### src/rtl/lss_pkg.sv
// Shared types and constants for the Laplacian smoothing stencil.
package lss_pkg;

  localparam int ROW_W = 12;
  localparam int COUNT_W = 13;
  localparam int WEIGHT_W = 6;
  localparam int COLUMN_COUNT_W = 11;
  localparam int CFG_INDEX_W = 2;
  localparam int CFG_DATA_W = 13;

  localparam logic [COUNT_W-1:0] MIN_SIZE = 13'd3;
  localparam logic [COUNT_W-1:0] MAX_ROWS = 13'd4096;
  localparam logic [COUNT_W-1:0] ROW_COUNT_RESET = 13'd1024;
  localparam logic [COLUMN_COUNT_W-1:0] COLUMN_COUNT_RESET = 11'd1024;

  typedef enum logic [CFG_INDEX_W-1:0] {
    REG_WEIGHT       = 2'd0,
    REG_ROW_COUNT    = 2'd1,
    REG_COLUMN_COUNT = 2'd2
  } cfg_reg_t;

  typedef struct packed {
    logic emit;
    logic interior;
    logic last_row;
    logic last_col;
  } lss_flags_t;

endpackage

### src/rtl/lss_raster.sv
// Geometry registers, raster position counters and point classification.
module lss_raster #(
  parameter int MAX_COLUMNS = 1024,
  parameter int CW = $clog2(MAX_COLUMNS)
) (
  input  logic                             clk,
  input  logic                             rst,
  input  logic                             cfg_write,
  input  logic [lss_pkg::CFG_INDEX_W-1:0]  cfg_index,
  input  logic [lss_pkg::CFG_DATA_W-1:0]   cfg_data,
  input  logic                             advance,
  output logic [lss_pkg::ROW_W-1:0]        row,
  output logic [CW-1:0]                    column,
  output lss_pkg::lss_flags_t              flags,
  output logic signed [lss_pkg::WEIGHT_W-1:0] weight
);
  import lss_pkg::*;

  localparam logic [COUNT_W-1:0] MAX_COLS = COUNT_W'(MAX_COLUMNS);

  logic [COUNT_W-1:0]        row_count;
  logic [COLUMN_COUNT_W-1:0] column_count;
  logic [COUNT_W-1:0]        rows_eff;
  logic [COUNT_W-1:0]        cols_eff;
  logic [COUNT_W-1:0]        row_plus;
  logic [COUNT_W-1:0]        col_plus;

  always_ff @(posedge clk) begin
    if (rst) begin
      weight <= '0;
      row_count <= ROW_COUNT_RESET;
      column_count <= COLUMN_COUNT_RESET;
    end else if (cfg_write) begin
      case (cfg_reg_t'(cfg_index))
        REG_WEIGHT: weight <= $signed(cfg_data[WEIGHT_W-1:0]);
        REG_ROW_COUNT: row_count <= cfg_data[COUNT_W-1:0];
        REG_COLUMN_COUNT: column_count <= cfg_data[COLUMN_COUNT_W-1:0];
        default: ;
      endcase
    end
  end

  always_comb begin
    if (row_count < MIN_SIZE) rows_eff = MIN_SIZE;
    else if (row_count > MAX_ROWS) rows_eff = MAX_ROWS;
    else rows_eff = row_count;
    if (COUNT_W'(column_count) < MIN_SIZE) cols_eff = MIN_SIZE;
    else if (COUNT_W'(column_count) > MAX_COLS) cols_eff = MAX_COLS;
    else cols_eff = COUNT_W'(column_count);
    row_plus = COUNT_W'(row) + COUNT_W'(1);
    col_plus = COUNT_W'(column) + COUNT_W'(1);
    flags.emit = (row != '0);
    flags.last_col = (col_plus >= cols_eff);
    flags.last_row = (row_plus >= rows_eff);
    flags.interior = (row >= ROW_W'(2)) && (COUNT_W'(row) < rows_eff) &&
                     (column != '0) && !flags.last_col;
  end

  always_ff @(posedge clk) begin
    if (rst) begin
      row <= '0;
      column <= '0;
    end else if (advance) begin
      if (flags.last_col) begin
        column <= '0;
        row <= flags.last_row ? '0 : row_plus[ROW_W-1:0];
      end else begin
        column <= col_plus[CW-1:0];
      end
    end
  end

  a_column_steps: assert property (@(posedge clk) disable iff (rst)
    advance && !flags.last_col |=> column == CW'($past(column) + CW'(1)))
    else $error("column position did not step by one");

endmodule

### config.mk
export PLATFORM = sky130hd
export DESIGN_NAME = lss_raster
export DESIGN_NICKNAME = d
export VERILOG_FILES = /design/src/rtl/lss_pkg.sv /design/src/rtl/lss_raster.sv
export SDC_FILE = /design/constraint.sdc
export NUM_CORES = 1
export LEC_CHECK = 0
export BUFFER_PORTS_ARGS = -buffer_cell sky130_fd_sc_hd__buf_2
export CAP_MARGIN = 10
export CORE_ASPECT_RATIO = 0.9
export CORE_MARGIN = 2
export CORE_UTILIZATION = 52
export CTS_CLUSTER_DIAMETER = 80
export DETAILED_ROUTE_END_ITERATION = 6
export PLACE_DENSITY = 0.83
export SETUP_SLACK_MARGIN = 0.02
export SLEW_MARGIN = 20
export SYNTH_ARGS = -nofsm -noshare
export SYNTH_HDL_FRONTEND = slang
export SYNTH_SLANG_ARGS = --single-unit
### constraint.sdc
create_clock -name clk -period 3.2 [get_ports clk]
set_input_delay 0.8 -clock clk [delete_from_list [all_inputs] [get_ports clk]]
set_output_delay 0.8 -clock clk [all_outputs]
set_load 0.01 [all_outputs]
## Word level (Yosys, flattened, before mapping)

Cells that the tools add are included.

- ROM bits: 0
- Bits in writable memories: 0
- Logic and storage cells: 34
- Memories kept: 0
- Register bits: 52
- Latch bits: 0

- Bitwise operators: 0
- Shift operators: 0
- Eq/ne operators: 2
- Muxes and demuxes: 6
- Add/subtract/negate cells: 2
- Order comparisons: 8
- Reductions and logical operators: 11
- Div/mod/pow operators: 0
- $mul: 0

Operator list:

| operator | count |
|---|---|
| $mux W13 | 2 |
| $mux W11 | 2 |
| $add A12 B1 Y13 const B | 1 |
| $ge A11 B13 Y1 | 1 |
| $ge A13 B13 Y1 | 1 |
| $gt A13 B13 Y1 const B | 1 |
| $lt A12 B13 Y1 | 1 |
| $lt A13 B2 Y1 const B | 1 |
| $ge A12 B2 Y1 const B | 1 |
| $mux W12 | 1 |
| $reduce_bool A12 Y1 | 1 |
| $add A10 B1 Y11 const B | 1 |
| $gt A11 B11 Y1 const B | 1 |
| $lt A11 B2 Y1 const B | 1 |
| $mux W10 | 1 |
| $reduce_bool A10 Y1 | 1 |
| $reduce_and A2 Y1 | 4 |
| $logic_and A1 B1 Y1 | 3 |
| $eq A2 B1 Y1 const B | 1 |
| $eq A2 B2 Y1 const B | 1 |
| $logic_not A2 Y1 | 1 |
| $logic_not A1 Y1 | 1 |

## Depth between registers and ports, before layout

- Word-level depth: 7
- Depth in mapped cells: 15
- Gate-level depth less buffers: 13

## Worst setup path before layout

No wires, ideal clock.

- Path kind: flip-flop to output port
- From: register column[0]
- To: output flags[2] in the netlist's numbering
- Cell stages (with the launch flop): 13
- Setup slack: -0.224 ns
- Arrival: 2.624 ns
- Path buffers: 1
- Cells stage by stage: dfxtp_1 -> ha_1 -> nand3_1 -> and2_1 -> or2_2 -> ha_1 -> a211oi_2 -> o21ai_1 -> a21oi_2 -> or2_1 -> buf_6 -> o2111ai_1 -> a21oi_1

RTL lines:

| item | RTL line | RTL |
|---|---|---|
| start, declared | lss_raster.sv:13 | `output logic [CW-1:0] column,` |
| start signal, assigned | lss_raster.sv:68 | `column <= col_plus[CW-1:0];` |
| end, declared | lss_raster.sv:14 | `output lss_pkg::lss_flags_t flags,` |

==> reports/results.txt <==
Outcome -> finished, violations left
Failing checks -> setup timing
DRT iter0 DRCs -> 253
CORE AREA -> 6150 µm²
Clk_skew -> 0.0107 ns
Post-route setup slack -> -0.489 ns
Clock Root Buffer -> clkbuf_8
Seq/Total Area, Yosys -> 0.315
I/O pin count -> 51
CP most frequent cell -> and3_4
Crit path DAT -> 2.89 ns
Worst IR Drop VDD -> 250 µV
Number of setup violations in the final report -> 15
Synth area leader -> dfxtp_1
Crit path launch type -> flop
Total clock buffers created by CTS -> 5
Flop and latch count out of synthesis -> 52
Syn nets -> 457
Worst EP required -> 2.40 ns
Reg2reg end -> row[0]$_SDFFE_PP0P_
Largest net degree at the start of global routing -> 32
Die width -> 88.1 µm
CP Cell Sequence -> and3_1 > and3_4 > and3_4 > nand3_2 > xnor2_2 > ha_4 > a21o_1 > a221oi_2 > nand3_1 > buf_2
Final Cycle Share -> 1.15
Pwr Density -> 295 nW/µm²
Routability cong. -> 0.976
Maximum net fanout on the critical path -> 5
Initial antenna violation count -> 0
Worst path slowest cell -> dfxtp_1
R2R cell count -> 12
RSZ-0062 raised after global routing -> yes
Final hold slack -> 0.500 ns
WL final -> 10,300 µm
First-pass GRT wire length -> 15,300 µm
Top delay family on crit path -> simple AND/OR/NAND/NOR gates
Via count -> 3,456
Max-cap viol count -> 0
Cells after Synth -> 397
Fin cells -> 577
# rows -> 27
Mapped Area -> 3310 µm²
Leakage -> 2.12 nW
Cell total after placement -> 560
CTS Buffer Depth -> 2
Fill cells -> 422
Post-route DRC violation count -> 0
Post-DP HPWL -> 6540 µm
Critical Path Source -> row[4]$_SDFFE_PP0P_
Reg clk slew, reported paths -> 0.11 ns
Synth cell types -> 52
Antenna diodes -> 0
Hold path start -> row_count[11]$_SDFFE_PP0P_
Area growth syn-to-layout -> 34.8%
Top-area cell type share of the netlist area -> 0.315
CP max stage delay -> 0.39 ns
# H-tree levels -> 2
Hold Crit Class -> flop to flop
Hold Vio Cnt, Final -> 0
Synth Flop Type -> dfxtp_1
Total global routing overflow -> 0
CTS tree -> done
Area of the die -> 7020 µm²
Gr usage total -> 0.279
Tmin final -> 3.69 ns
Max Slew Vio Count -> 0
Hold depth -> 2
Reg2Reg Setup Slack -> -0.10 ns
Syn. warnings -> 0
Worst Tran Pin Value -> 0.722 ns
Post-DRT Antenna Nets -> 0
CP Class -> flop to output port
Worst setup EP type -> output port
Critical R2R Launch -> row[4]$_SDFFE_PP0P_
CTS Sinks -> 52
Die H -> 79.7 µm
Syn avg cell area -> 8.34 µm²
Vias per Instance -> 5.99
Final nets -> 549
Vias in the first global route -> 3,252
Max Freq -> 271 MHz
Post-synth EDFFs -> 0
Routed length per placed instance -> 17.9 µm
Starting Density -> 0.538
Top post-synthesis cells by area -> dfxtp_1 31%, ha_1 16%, nand2_1 6.9%
Clk_lat worst skew -> 0.33 ns
Share of synthesized registers carrying an async set or reset -> 0
I/O Buffers -> 50
Hold Path Sink -> row_count[11]$_SDFFE_PP0P_
Pre-antenna DRT Iters -> 5
WP buf/inv -> 1
Share of cells above drive strength 1 -> 0.347
Rel. slew slack -> 0.517
-- state kept, by name (all words and copies together), names as in the netlist --
register and cells:
row 12, weight 6, column_count 11, column 10, row_count 13
-- cell usage after synthesis (all sizes together) (3+ instances only) --
cell type,instances
buf,5
mux2i,16
nor4,8
dfxtp,52
nor3,3
nor2,36
a21o,6
xnor2,8
a211oi,3
a21oi,25
nand4,6
nand3,17
xor2,13
o21a,3
inv,9
ha,41
nor2b,7
o21ai,17
a221o,3
clkbuf,10
nand2,61
a22o,9
and3,10
-- worst reg2reg max path: stages (launching register included) --
cell and delay, ns:
dfxtp_1 0.39, and3_1 0.23, and3_4 0.20, and3_4 0.22
nand3_2 0.11, xnor2_2 0.29, ha_4 0.26, a21o_1 0.22
a221oi_2 0.32, nand3_1 0.33, nor3_2 0.28, buf_4 0.25
mux2_2 0.17
-- routing by layer --
layer / up-vias / GRT usage / share of wire
li1: 1600 / - / -
met1: 1618 / 0.363 / 0.42
met2: 186 / 0.464 / 0.47
met3: 52 / 0.0434 / 0.077
met4: 0 / 0.108 / 0.039
met5: - / 0 / 0
-- metrics by stage --
stage	area, µm²	utilization	setup slack, ns	TNS (ns)	power, mW
after detailed placement	3940	0.641	-0.165	-0.191	0.868
after global routing	4460	0.725	-0.584	-2.76	1.37
after floorplan	3350	-	0.00203	0	0.794
after CTS	4290	0.698	-0.300	-0.688	1.29
final	4460	0.725	-0.489	-2.13	1.31
after global placement	3940	0.641	-0.0312	-0.0312	0.859
-- how the worst max path moves through the flow --
stage / to / slack, ns / cells past startpoint
CTS: flags[2] / -0.30 / 11
global route: flags[1] / -0.58 / 11
global placement: flags[2] / -0.03 / 11
detailed placement: flags[2] / -0.16 / 11
floorplan: flags[2] / 0.002 / 12
finish: flags[1] / -0.49 / 10
-- power breakdown --
group / internal, mW / switching (mW)
Sequential: 0.662 / 0.0159
Clock: 0.161 / 0.254
Combinational: 0.101 / 0.120
Total: 0.924 / 0.390
-- logic make-up after synthesis --
family | count (synthesis) | synth area share
adders and majority gates | 41 | 0.155
xor gates and xnor gates | 21 | 0.0556
buffers and inverters | 26 | 0.0329
AOI/OAI and AO/OA | 77 | 0.155
muxes | 17 | 0.0518
DFF | 52 | 0.315
and+or+nand+nor | 163 | 0.235
-- layout by cell type (no fill, tap or decap), drive strengths merged, types with 9 or more instances in the layout --
| cell | Yosys | layout |
|---|---|---|
| and3 | 10 | 10 |
| o21ai | 17 | 17 |
| nand2 | 61 | 61 |
| nor2 | 36 | 36 |
| mux2i | 16 | 16 |
| a22o | 9 | 9 |
| dfxtp | 52 | 52 |
| a21oi | 25 | 25 |
| buf | 5 | 100 |
| nand3 | 17 | 17 |
| ha | 41 | 41 |
| inv | 9 | 10 |
| xor2 | 13 | 13 |
-- what timing repair did --
action,in CTS,in global routing
gates resized for setup,40,24
pin swaps,23,18
cloned,0,0
endpoints found under the setup margin,3,15
setup buffers,7,3
hold buffers,0,0
-- layout make-up --
class / instances / area, µm² / area share
clock inverter: 3 / 27.5 / 0.00617
tap: 87 / 109 / 0.0244
multi-input combinational: 319 / 2510 / 0.563
clock buffer: 5 / 68.8 / 0.0154
inverter: 11 / 43.8 / 0.00982
timing repair buffer: 100 / 643 / 0.144
sequential: 52 / 1060 / 0.237
(Power assumes the default switching activity.)
