[config.mk]
export PLATFORM = sky130hd
export DESIGN_NAME = lss_out_queue
export DESIGN_NICKNAME = d
export VERILOG_FILES = /design/src/rtl/lss_pkg.sv /design/src/rtl/lss_out_queue.sv
export SDC_FILE = /design/constraint.sdc
export NUM_CORES = 1
export LEC_CHECK = 0
export ABC_AREA = 0
export ABC_CLOCK_PERIOD_IN_PS = 1900
export BUFFER_PORTS_ARGS = -buffer_cell sky130_fd_sc_hd__clkbuf_2
export CAP_MARGIN = 20
export CORE_MARGIN = 5
export CORE_UTILIZATION = 30
export DETAILED_ROUTE_END_ITERATION = 7
export GPL_ROUTABILITY_DRIVEN = 0
export PLACE_DENSITY = 0.58
export SYNTH_ARGS = -nofsm -noshare
export SYNTH_HDL_FRONTEND = slang
export SYNTH_SLANG_ARGS = --single-unit
[constraint.sdc]
create_clock -name clk -period 1.9 [get_ports clk]
set_input_delay 0 -clock clk [delete_from_list [all_inputs] [get_ports clk]]
set_output_delay 0 -clock clk [all_outputs]
set_load 0.005 [all_outputs]
[src/rtl/lss_pkg.sv]
// Shared types and constants for the Laplacian smoothing stencil.
package lss_pkg;

  localparam int ROW_W = 12;
  localparam int COUNT_W = 13;
  localparam int WEIGHT_W = 6;
  localparam int COLUMN_COUNT_W = 11;
  localparam int CFG_INDEX_W = 2;
  localparam int CFG_DATA_W = 13;

  localparam logic [COUNT_W-1:0] MIN_SIZE = 13'd3;
  localparam logic [COUNT_W-1:0] MAX_ROWS = 13'd4096;
  localparam logic [COUNT_W-1:0] ROW_COUNT_RESET = 13'd1024;
  localparam logic [COLUMN_COUNT_W-1:0] COLUMN_COUNT_RESET = 11'd1024;

  typedef enum logic [CFG_INDEX_W-1:0] {
    REG_WEIGHT       = 2'd0,
    REG_ROW_COUNT    = 2'd1,
    REG_COLUMN_COUNT = 2'd2
  } cfg_reg_t;

  typedef struct packed {
    logic emit;
    logic interior;
    logic last_row;
    logic last_col;
  } lss_flags_t;

endpackage

[src/rtl/lss_out_queue.sv]
// Two-entry result register that holds the one or two results of an item.
module lss_out_queue #(
  parameter int CW = 10,
  parameter int SAMPLE_WIDTH = 32
) (
  input  logic                           clk,
  input  logic                           rst,
  input  logic                           push,
  input  logic [lss_pkg::ROW_W-1:0]      a_row,
  input  logic [CW-1:0]                  a_col,
  input  logic signed [SAMPLE_WIDTH-1:0] a_value,
  input  logic                           b_valid,
  input  logic [lss_pkg::ROW_W-1:0]      b_row,
  input  logic signed [SAMPLE_WIDTH-1:0] b_value,
  input  logic                           b_end,
  input  logic                           pop,
  output logic                           ready,
  output logic                           head_valid,
  output logic [lss_pkg::ROW_W-1:0]      head_row,
  output logic [CW-1:0]                  head_col,
  output logic signed [SAMPLE_WIDTH-1:0] head_value,
  output logic                           head_end
);
  import lss_pkg::*;

  logic                           extra_valid;
  logic [ROW_W-1:0]               extra_row;
  logic [CW-1:0]                  extra_col;
  logic signed [SAMPLE_WIDTH-1:0] extra_value;
  logic                           extra_end;

  assign ready = !extra_valid && (!head_valid || pop);

  always_ff @(posedge clk) begin
    if (rst) begin
      head_valid <= 1'b0;
      extra_valid <= 1'b0;
    end else if (push) begin
      head_valid <= 1'b1;
      extra_valid <= b_valid;
    end else if (pop) begin
      head_valid <= extra_valid;
      extra_valid <= 1'b0;
    end
  end

  always_ff @(posedge clk) begin
    if (push) begin
      head_row <= a_row;
      head_col <= a_col;
      head_value <= a_value;
      head_end <= 1'b0;
      extra_row <= b_row;
      extra_col <= a_col;
      extra_value <= b_value;
      extra_end <= b_end;
    end else if (pop) begin
      head_row <= extra_row;
      head_col <= extra_col;
      head_value <= extra_value;
      head_end <= extra_end;
    end
  end

  a_extra_behind_head: assert property (@(posedge clk) disable iff (rst)
    extra_valid |-> head_valid)
    else $error("second result held without a first");

  a_pair_kept: assert property (@(posedge clk) disable iff (rst)
    push && b_valid |=> extra_valid && head_valid)
    else $error("final-row result lost");

endmodule

# Word level (Yosys, flattened, before mapping)
# Index checks and enable logic that the tools add are counted.
[word_totals]
reg_bits = 112
wordCells = 25
input_bits = 104
output_inout_bits = 57
[classes]
n_reduce_logical = 5
n_mux = 10
[ops]
columns = ["cell", "count"]
rows = [
  ["$mux W32", 2],
  ["$mux W12", 2],
  ["$mux W10", 2],
  ["$mux W1", 4],
  ["$logic_not A1 Y1", 2],
  ["$reduce_bool A2 Y1", 1],
  ["$logic_and A1 B1 Y1", 1],
  ["$logic_or A1 B1 Y1", 1],
]

# Longest topological paths before layout
# Gate-level depths: netlist of the first run.
[depth]
ltp_word = 3
mapped_depth = 5
depth_no_buf = 2

# Least setup slack after synthesis of the first run
# Ideal clock, no wire load.
[synth_timing]
path_kind = "in2reg"
startpoint = "input push"
endpoint = "register head_col[0], enable pin"
required_time_ps = 1512
path_stages = 4
path_slack_ps = 416
path_buffers = 3
setup_time_ps = 388
arrival_time_ps = 1096
path_cell_list = "buf_6 -> buf_6 -> buf_4 -> or2_2"
[synth_via]
elab_chain_cells = 1
[synth_lines]
columns = ["item", "line", "rtl"]
rows = [
  ["start: declaration", "lss_out_queue.sv:8", "input logic push,"],
  ["$reduce_bool A2 Y1 (no source line)", "-", ""],
  ["end signal: assignment", "lss_out_queue.sv:50", "head_col <= a_col;"],
  ["end signal: assignment", "lss_out_queue.sv:59", "head_col <= extra_col;"],
  ["end: declaration", "lss_out_queue.sv:20", "output logic [CW-1:0] head_col,"],
]
# No other way between the ends.
# A chain may end at the register's enable or synchronous reset.

# Worst setup path after layout of the first run
[layout_timing]
startpoint = "input push"
endpoint = "register head_row[3] (netlist name), data pin"
[layout_via]
elab_chain_cells = 1
[layout_lines]
columns = ["item", "line", "rtl"]
rows = [
  ["$mux W12", "lss_out_queue.sv:48", "if (push) begin"],
  ["end signal: assignment", "lss_out_queue.sv:49", "head_row <= a_row;"],
  ["end signal: assignment", "lss_out_queue.sv:58", "head_row <= extra_row;"],
  ["end: declaration", "lss_out_queue.sv:19", "output logic [lss_pkg::ROW_W-1:0] head_row,"],
]
# No other way between the ends.

==> results of run 1 <==
synth_stat cells:
cell type | instances | area (um^2)
mux2i_1 | 1 | 10.0
edfxtp_1 | 109 | 3270
dfxtp_1 | 3 | 60.1
nand2_1 | 1 | 3.75
buf_4 | 1 | 7.51
nor2b_1 | 1 | 6.26
nor2_1 | 1 | 3.75
buf_2 | 4 | 20.0
or3b_1 | 1 | 8.76
mux2_2 | 54 | 608
a21oi_1 | 3 | 15.0
buf_6 | 2 | 22.5
or2_2 | 1 | 6.26
nand2b_1 | 1 | 6.26
power by group through the flow:
| stage | clock, uW | sequential, uW | combinational, uW |
|---|---|---|---|
| 2_1_floorplan | 0 | 3080 | 155 |
| 3_3_place_gp | 0 | 3070 | 457 |
| 3_5_place_dp | 0 | 3080 | 469 |
| 4_1_cts | 2190 | 3030 | 637 |
| 5_1_grt | 2280 | 3040 | 690 |
| 6_report | 2120 | 3020 | 629 |
cells by family (layout without fill, tap and decap cells):
logic type	Yosys count	in the layout	share of synthesized area, %
DFF	112	112	82.3
and+or+nand+nor	6	6	0.865
muxes	55	55	15.3
other	0	1	0
buffers and inverters	7	283	1.24
AOI/OAI and AO/OA	3	3	0.370
timing repair:
item,CTS,global route
setup buffers,0,0
hold buffers,102,0
hold endpoints to repair,115,0
area by class of cell:
| type | instances | area share, % |
|---|---|---|
| Clock buffer | 9 | 3.50 |
| Sequential cell | 112 | 51.8 |
| Timing Repair Buffer | 267 | 29.1 |
| Clock inverter | 7 | 1.71 |
| Antenna cell | 1 | 0.0389 |
| Multi-Input combinational cell | 64 | 10.4 |
| Tap cell | 176 | 3.42 |
worst register-to-register path, stage by stage, from the launching register on:
cell	delay, ns
dfxtp_1	0.35
or3b_1	0.35
a21oi_1	0.15
layout by cell type, fill, tap and decap left out:
cell type and instances:
clkbuf_2 159, edfxtp_1 109, dlygate4sd3_1 102, mux2_2 54, clkbuf_16 9, buf_4 5
a21oi_1 3, bufinv_16 3, dfxtp_1 3, clkinv_1 2, diode_2 1, or2_2 1
nand2b_1 1, nor2b_1 1, nand2_1 1, or3b_1 1, mux2i_1 1, nor2_1 1
clkinv_2 1, clkinvlp_4 1, buf_12 1
state kept, by name (all words and copies together) (netlist names):
register	count
extra_value	32
head_value	32
extra_valid	1
head_end	1
head_row	12
extra_col	10
extra_row	12
head_col	10
head_valid	1
extra_end	1
per-stage QoR:
stage | hold WS (ns) | total power, uW | area [um^2] | instances | util [%]
floorplan | 0.0691 | 3240 | 4050 | 183 | -
global placement | 0.177 | 3530 | 5070 | 517 | 38.3
detailed placement | 0.179 | 3550 | 5070 | 517 | 38.3
CTS | 0.0203 | 5850 | 6430 | 635 | 48.6
global route | 0.0810 | 6020 | 6430 | 636 | 48.6
finish | 0.0238 | 5770 | 6430 | 636 | 48.6
per-layer routing:
metal | GRT usage (%) | wire [um] | vias to the layer above
met5 | 0 | 0 | -
met3 | 4.32 | 720 | 13
li1 | - | - | 1263
met1 | 14.6 | 3960 | 1223
met2 | 20.4 | 4610 | 108
met4 | 4.92 | 208 | 0
worst max path at each step:
stage | from | endpoint | slack [ns] | depth (start not counted)
4_1_cts | push | head_row[3]$_DFFE_PP_ | 0.53 | 4
2_1_floorplan | push | head_col[0]$_DFFE_PP_ | 0.42 | 4
5_1_grt | push | head_row[7]$_DFFE_PP_ | 0.46 | 4
3_5_place_dp | push | head_row[3]$_DFFE_PP_ | 0.70 | 3
6_report | push | head_row[3]$_DFFE_PP_ | 0.52 | 4
3_3_place_gp | push | head_row[7]$_DFFE_PP_ | 0.73 | 3
==> flow_summary.json, run 1 <==
{
  "dieArea_um2": 15900,
  "slowest_stage": "dlygate4sd3_1",
  "die_width_um": 126,
  "p_int_uw": 4630,
  "die_y_um": 126,
  "fmax_mhz": 723,
  "dp_worst_setup_slack_ns": 0.699,
  "synthesis.area_um2": 4050,
  "max-slew-margin-rel_pct": 69.8,
  "post-route-period-util_pct": 72.8,
  "finalSetupViolations": 0,
  "num_vias": 2607,
  "antenna_found_initial": 1,
  "worst_pin_slew_ns": 0.453,
  "crit_family": "buffers and inverters",
  "powerDensity_nw_per_um2": 896,
  "seqPwrFrac_pct": 52.4,
  "synth_nets": 287,
  "hold_depth": 3,
  "min_period_ns": 1.38,
  "rsz0062_at_grt": "false",
  "grtUsageTotal_pct": 12.3,
  "outcome": "complete, no violations",
  "ant_nets": 0,
  "criticalPathCategory": "in2reg",
  "finClkSkew_ns": 0.00530,
  "io_pins": 161,
  "finalNetCount": 558,
  "path_clk_slew_ns": 0.07,
  "viasPerCell": 4.10,
  "route.detailed.drc": 0,
  "multi_input_area_um2": 668,
  "holdPathEnd": "head_end$_SDFFE_PP0P_",
  "cap_violations": 0,
  "maxSlewViolCount": 0,
  "cp_data_required_time_ns": 2.00,
  "drtPass1Iterations": 4,
  "tritoncts": "done",
  "cp_cell_sequence": "dlygate4sd3_1, buf_4, buf_12, mux2_2",
  "grt_max_degree": 65,
  "peakVddDrop_mv": 0.475,
  "timing.reg2reg.setup_slack_ns": 0.99,
  "switching_share_pct": 19.7,
  "fin_ws_ns": 0.516,
  "coreArea_um2": 13200,
  "grt_pass1_vias": 3010,
  "clockRootBuffer": "clkbuf_16",
  "ys_seq_area_share_pct": 82.3,
  "hold_viol_final": 0,
  "cts.sinks": 112,
  "start_util_pct": 30.6,
  "power_switching_uw": 1140,
  "yosysWarnings": 0,
  "area_delta_synth_final_pct": 58.8,
  "grt-ovfl-total": 0,
  "detail_route.iter0.violations": 120,
  "worstHoldPathType": "in2reg",
  "p_clk_share_pct": 36.7,
  "h-tree-depth": 3,
  "ys_types": 14,
  "start_kind": "input port",
  "syn_inst": 183,
  "r2r-start": "extra_valid$_SDFFE_PP0P_",
  "tns_ns": 0,
  "grt_pass1_wl_um": 15100,
  "clkLatencyLatePin_ns": 0.35,
  "r2r-end": "extra_valid$_SDFFE_PP0P_",
  "cts-resized-gates": 0,
  "min-delay-start": "pop",
  "fillers": 1167,
  "routedWlPerCell_um": 14.9,
  "totalWireLength_um": 9500,
  "drive_above_1_share_pct": 51.0,
  "critical_path_peak_fanout": 64,
  "io_buffers": 160,
  "ff2ff_path_depth": 2,
  "comb_power_share_pct": 10.9,
  "place_hpwl_um": 6050,
  "ys_ff_latch": 112,
  "clockBufferDepth": 2,
  "worst-path-buf-inv": 3,
  "cp-end-kind": "flip-flop",
  "syn_avg_cell_area_um2": 22.1,
  "fp-row-count": 42,
  "cpPeakStageDelay_ns": 0.53,
  "leakage_uw": 0.00263,
  "cts_made_buffers": 9,
  "worst_ep_arrival_time_ns": 1.48,
  "final-seq-area_um2": 3330
}
Power figures use the tool's default switching activity.
==> run 2: changes to the inputs <==
- ABC_AREA: 0 -> 1
- ABC_CLOCK_PERIOD_IN_PS: 1900 -> 1450
- clock period: 1.9 -> 1.45 ns (I/O delays scaled with it)
==> flow_summary.json, run 2 <==
{
  "route.detailed.drc": 0,
  "yosysWarnings": 0,
  "yosysMostFrequentCell": "nand2_1",
  "slowest_stage": "dlygate4sd3_1",
  "area_delta_synth_final_pct": 57.1,
  "synthesis.area_um2": 4110,
  "async_flop_share_pct": 0,
  "finalSetupViolations": 0,
  "io_buffers": 160,
  "cp-end-kind": "flip-flop",
  "worstHoldPathType": "in2reg",
  "cp_cell_sequence": "dlygate4sd3_1, clkbuf_2, nor2_4, nand2_1, a21oi_1, dlygate4sd3_1",
  "final_common_cell": "nand2_1",
  "cp_data_required_time_ns": 1.73,
  "grt_max_degree": 57,
  "post_dp_cell_area_um2": 5120,
  "most-common-layout-cells": "167 x nand2_1, 159 x clkbuf_2, 109 x edfxtp_1",
  "drtPass1Iterations": 4,
  "timing.reg2reg.setup_slack_ns": 0.21,
  "worst_pin_slew_ns": 0.450,
  "fmax_mhz": 728,
  "rsz0062_at_grt": "false",
  "yosysTopAreaCellShare_pct": 79.6,
  "clockRootBuffer": "clkbuf_16",
  "tritoncts": "done",
  "maxSlewViolCount": 0,
  "routedWlPerCell_um": 13.8,
  "fp-row-count": 42,
  "start_util_pct": 30.8,
  "cpPeakStageDelay_ns": 0.58,
  "critical_path_peak_fanout": 4,
  "grt_pass1_vias": 3301,
  "cts.sinks": 112,
  "ys_types": 12,
  "endpoint": "extra_valid$_SDFFE_PP0P_",
  "start_kind": "input port",
  "diodes": 0,
  "outcome": "complete, no violations",
  "totalWireLength_um": 10400,
  "syn_avg_cell_area_um2": 13.6,
  "worst-path-buf-inv": 3,
  "clockBufferDepth": 2,
  "crit_family": "buffers and inverters",
  "min_period_ns": 1.37,
  "dp_worst_setup_slack_ns": 0.452,
  "hold_depth": 3,
  "io_pins": 161,
  "post-route-period-util_pct": 94.7,
  "peakVddDrop_mv": 0.518,
  "syn_inst": 303,
  "grtUsageTotal_pct": 13.3,
  "synth_common_cells": "167 x nand2_1, 109 x edfxtp_1, 6 x buf_4",
  "finalInstanceArea_um2": 6460,
  "antenna_found_initial": 0,
  "grt_pass1_wl_um": 16500,
  "place_hpwl_um": 6640,
  "detail_route.iter0.violations": 161,
  "grt-ovfl-total": 0,
  "finClkSkew_ns": 0.00901,
  "crit_top_cell": "dlygate4sd3_1",
  "dieArea_um2": 16100,
  "fin_ws_ns": 0.0762,
  "hold_viol_final": 0,
  "tns_ns": 0,
  "finalNetCount": 676,
  "cap_violations": 0,
  "synth_ff_type": "edfxtp_1",
  "path_depth": 6,
  "critPathLaunch": "pop",
  "largest_registers": "extra_value x32, head_value x32",
  "ys_ff_latch": 112,
  "synth_edf_count": 109,
  "yosysTopAreaCell": "edfxtp_1",
  "powerDensity_nw_per_um2": 1140,
  "max-slew-margin-rel_pct": 70.0,
  "cts_made_buffers": 9,
  "r2r-end": "extra_valid$_SDFFE_PP0P_",
  "synth_nets": 407,
  "ant_nets": 0,
  "die_width_um": 127,
  "worst_ep_arrival_time_ns": 1.65,
  "ff2ff_path_depth": 3,
  "drive_above_1_share_pct": 31.4,
  "leakage_uw": 0.00293,
  "viasPerCell": 4.12,
  "h-tree-depth": 3,
  "coreArea_um2": 13300,
  "die_y_um": 127,
  "path_clk_slew_ns": 0.06,
  "clkLatencyLatePin_ns": 0.34,
  "criticalPathCategory": "in2reg",
  "synth.area.top_cells": "edfxtp_1 80%, nand2_1 15%, dfxtp_1 1.5%",
  "ys_seq_area_share_pct": 81.1,
  "num_vias": 3106,
  "r2r-start": "extra_valid$_SDFFE_PP0P_"
}
run 2: worst min path at each step:
stage | start | endpoint | slack (ns)
global route | push | head_row[10]$_DFFE_PP_ | 0.08
detailed placement | b_value[5] | extra_value[5]$_DFFE_PP_ | 0.18
global placement | rst | extra_valid$_SDFFE_PP0P_ | 0.17
finish | push | head_row[8]$_DFFE_PP_ | 0.07
floorplan | rst | extra_valid$_SDFFE_PP0P_ | 0.07
CTS | push | head_row[8]$_DFFE_PP_ | 0.05
run 2: per-layer routing:
| layer | vias up | global-route usage [%] | share of wire, % |
|---|---|---|---|
| li1 | 1553 | - | - |
| met1 | 1423 | 15.7 | 40 |
| met2 | 112 | 23.1 | 51 |
| met3 | 18 | 3.09 | 6.0 |
| met4 | 0 | 5.80 | 2.3 |
| met5 | - | 0 | 0 |
run 2: kinds of logic (layout without fill, tap and decap cells):
logic type	count (synthesis)	count (layout)	share of synthesized area [%]
flip-flops	112	112	81.1
AND/OR/NAND/NOR	171	171	15.6
AO/OA/AOI/OAI	3	3	0.365
buffers and inverters	17	291	2.89
run 2: cell type report:
cell class              count  area (um^2)
clock buffers              11          233
multi-input cells         174          666
inverters                   5         22.5
fillers                  1213         6890
repair buffers            270         1910
flip-flops and latches    112         3330
clock inverters             5         71.3
well taps                 176          220
run 2: report_power, final:
part	switching [uW]	internal [uW]	total [uW]
clock	1050	1500	2550
combinational	380	459	840
sequential	78.8	3880	3960
total	1510	5840	7350
run 2: metrics by stage:
stage          std cells  power [uW]  utilization, %  hold WS [ns]
3_5_place_dp         634        4650            38.4         0.179
2_1_floorplan        303        4240               -        0.0691
6_report             753        7350            48.4        0.0691
3_3_place_gp         634        4630            38.4         0.173
5_1_grt              753        7660            48.4        0.0776
4_1_cts              753        7450            48.4        0.0543
run 2: worst reg2reg max path: cells and delay by family, from the launching register on:
family / cells / cell delay, ns
flip-flops: 1 / 0.36
buffers and inverters: 1 / 0.58
AO/OA/AOI/OAI: 1 / 0.16
AND/OR/NAND/NOR: 1 / 0.08
run 2: repair_timing:
item	4_1_cts	5_1_grt
resized for setup	0	0
setup buffers	0	0
hold endpoints to repair	113	0
hold buffers	103	0
==> run 3: changes to the inputs <==
- CORE_UTILIZATION: 30 -> 40
- PLACE_DENSITY: 0.58 -> 0.72
==> flow_summary.json, run 3 (synthesis gave the netlist of run 2 again) <==
{
  "powerDensity_nw_per_um2": 1080,
  "r2r-end": "extra_valid$_SDFFE_PP0P_",
  "hold_depth": 3,
  "die_width_um": 111,
  "dp_worst_setup_slack_ns": 0.519,
  "ant_nets": 0,
  "finalSetupViolations": 0,
  "peakVddDrop_mv": 0.536,
  "min_period_ns": 1.26,
  "finalNetCount": 677,
  "leakage_uw": 0.00290,
  "rsz0062_at_grt": "false",
  "grt_pass1_vias": 3230,
  "grt-ovfl-total": 0,
  "final_common_cell": "nand2_1",
  "grt_max_degree": 35,
  "finalInstanceArea_um2": 6330,
  "holdBufCountCts": 103,
  "crit_family": "buffers and inverters",
  "cts.sinks": 112,
  "cp-end-kind": "flip-flop",
  "post_dp_cell_area_um2": 5080,
  "final_util_pct": 62.2,
  "cpPeakStageDelay_ns": 0.55,
  "cap_violations": 0,
  "grtUsageTotal_pct": 16.6,
  "cts-resized-gates": 0,
  "routedWlPerCell_um": 14.2,
  "grt_pass1_wl_um": 16200,
  "slowest_stage": "dlygate4sd3_1",
  "start_util_pct": 40.4,
  "post-route-period-util_pct": 86.7,
  "criticalPathCategory": "in2reg",
  "h-tree-depth": 3,
  "clkLatencyLatePin_ns": 0.36,
  "cts_made_buffers": 9,
  "coreArea_um2": 10200,
  "viasPerCell": 4.37,
  "route.detailed.drc": 0,
  "clockRootBuffer": "clkbuf_8",
  "fp-row-count": 37,
  "area_delta_synth_final_pct": 54.1,
  "outcome": "complete, no violations",
  "fmax_mhz": 796,
  "io_buffers": 160,
  "worst_ep_arrival_time_ns": 1.57,
  "multi_input_area_um2": 666,
  "final-seq-area_um2": 3330,
  "die_y_um": 111,
  "maxSlewViolCount": 0,
  "drtPass1Iterations": 6,
  "totalWireLength_um": 10200,
  "fin_ws_ns": 0.193,
  "dieArea_um2": 12400,
  "crit_top_cell": "dlygate4sd3_1",
  "largest_registers": "extra_value x32, head_value x32",
  "cp_cell_sequence": "dlygate4sd3_1, clkbuf_2, nor2_4, nand2_1, a21oi_1, dlygate4sd3_1",
  "start_kind": "input port",
  "power_uw": 6810,
  "place_hpwl_um": 6240,
  "critical_path_peak_fanout": 4,
  "path_clk_slew_ns": 0.11,
  "r2r-start": "extra_valid$_SDFFE_PP0P_",
  "fillers": 801,
  "io_pins": 161,
  "ff2ff_path_depth": 3,
  "max-slew-margin-rel_pct": 74.3,
  "clockBufferDepth": 2,
  "worst_pin_slew_ns": 0.385,
  "cts_setup_buffers": 0,
  "tns_ns": 0,
  "detail_route.iter0.violations": 145,
  "tritoncts": "done",
  "most-common-layout-cells": "167 x nand2_1, 159 x clkbuf_2, 109 x edfxtp_1",
  "antenna_found_initial": 1,
  "drive_above_1_share_pct": 32.2,
  "cp_data_required_time_ns": 1.77,
  "worst-path-buf-inv": 3,
  "worstHoldPathType": "in2reg",
  "hold_viol_final": 0,
  "holdPathEnd": "head_col[9]$_DFFE_PP_",
  "num_vias": 3127,
  "timing.reg2reg.setup_slack_ns": 0.31,
  "min-delay-start": "push",
  "finClkSkew_ns": 0.00947
}
[run 3: cell count changes in the layout (fill, tap and decap cells not counted), sizes merged]
| cell | previous run | this run |
|---|---|---|
| buf | 8 | 9 |
| diode | 0 | 1 |
| clkinvlp | 1 | 3 |
| clkinv | 3 | 1 |
[run 3: worst register-to-register path, cell delays in order, from the launching register on]
cell           delay [ns]
dfxtp_1              0.38
nand2_1              0.07
a21oi_1              0.10
dlygate4sd3_1        0.55
[run 3: per-layer routing]
metal	track usage, %	part of all wire (%)	up-vias
met2	28.4	52	117
met1	19.3	39	1437
met5	0	0	-
li1	-	-	1554
met4	7.06	2.6	0
met3	5.43	6.9	19
[run 3: worst max-delay path by stage]
stage	startpoint	to	slack, ns	cells after the start
3_5_place_dp	push	extra_row[5]$_DFFE_PP_	0.52	2
4_1_cts	pop	extra_valid$_SDFFE_PP0P_	0.25	6
5_1_grt	pop	extra_valid$_SDFFE_PP0P_	0.16	6
6_report	pop	extra_valid$_SDFFE_PP0P_	0.19	6
3_3_place_gp	push	extra_row[2]$_DFFE_PP_	0.54	2
2_1_floorplan	push	head_col[0]$_DFFE_PP_	0.03	3
[run 3: per-stage QoR]
| step | cells | hold WS (ns) |
|---|---|---|
| 4_1_cts | 714 | 0.000497 |
| 3_3_place_gp | 595 | 0.177 |
| 3_5_place_dp | 595 | 0.179 |
| 2_1_floorplan | 303 | 0.0691 |
| 5_1_grt | 715 | 0.0194 |
| 6_report | 715 | 0.0189 |
[run 3: power by group]
group / leakage (uW) / switching, uW / internal (uW)
clock: 0.000106 / 998 / 1020
combinational: 0.00167 / 382 / 461
sequential: 0.00112 / 79.3 / 3880
total: 0.00290 / 1460 / 5360
[run 3: cell type report]
| class | count | area share, % |
|---|---|---|
| Antenna cell | 1 | 0.0395 |
| Sequential cell | 112 | 52.6 |
| Tap cell | 136 | 2.69 |
| Inverter | 5 | 0.356 |
| Multi-Input combinational cell | 174 | 10.5 |
| Clock inverter | 5 | 1.26 |
| Clock buffer | 11 | 2.23 |
| Timing Repair Buffer | 271 | 30.3 |
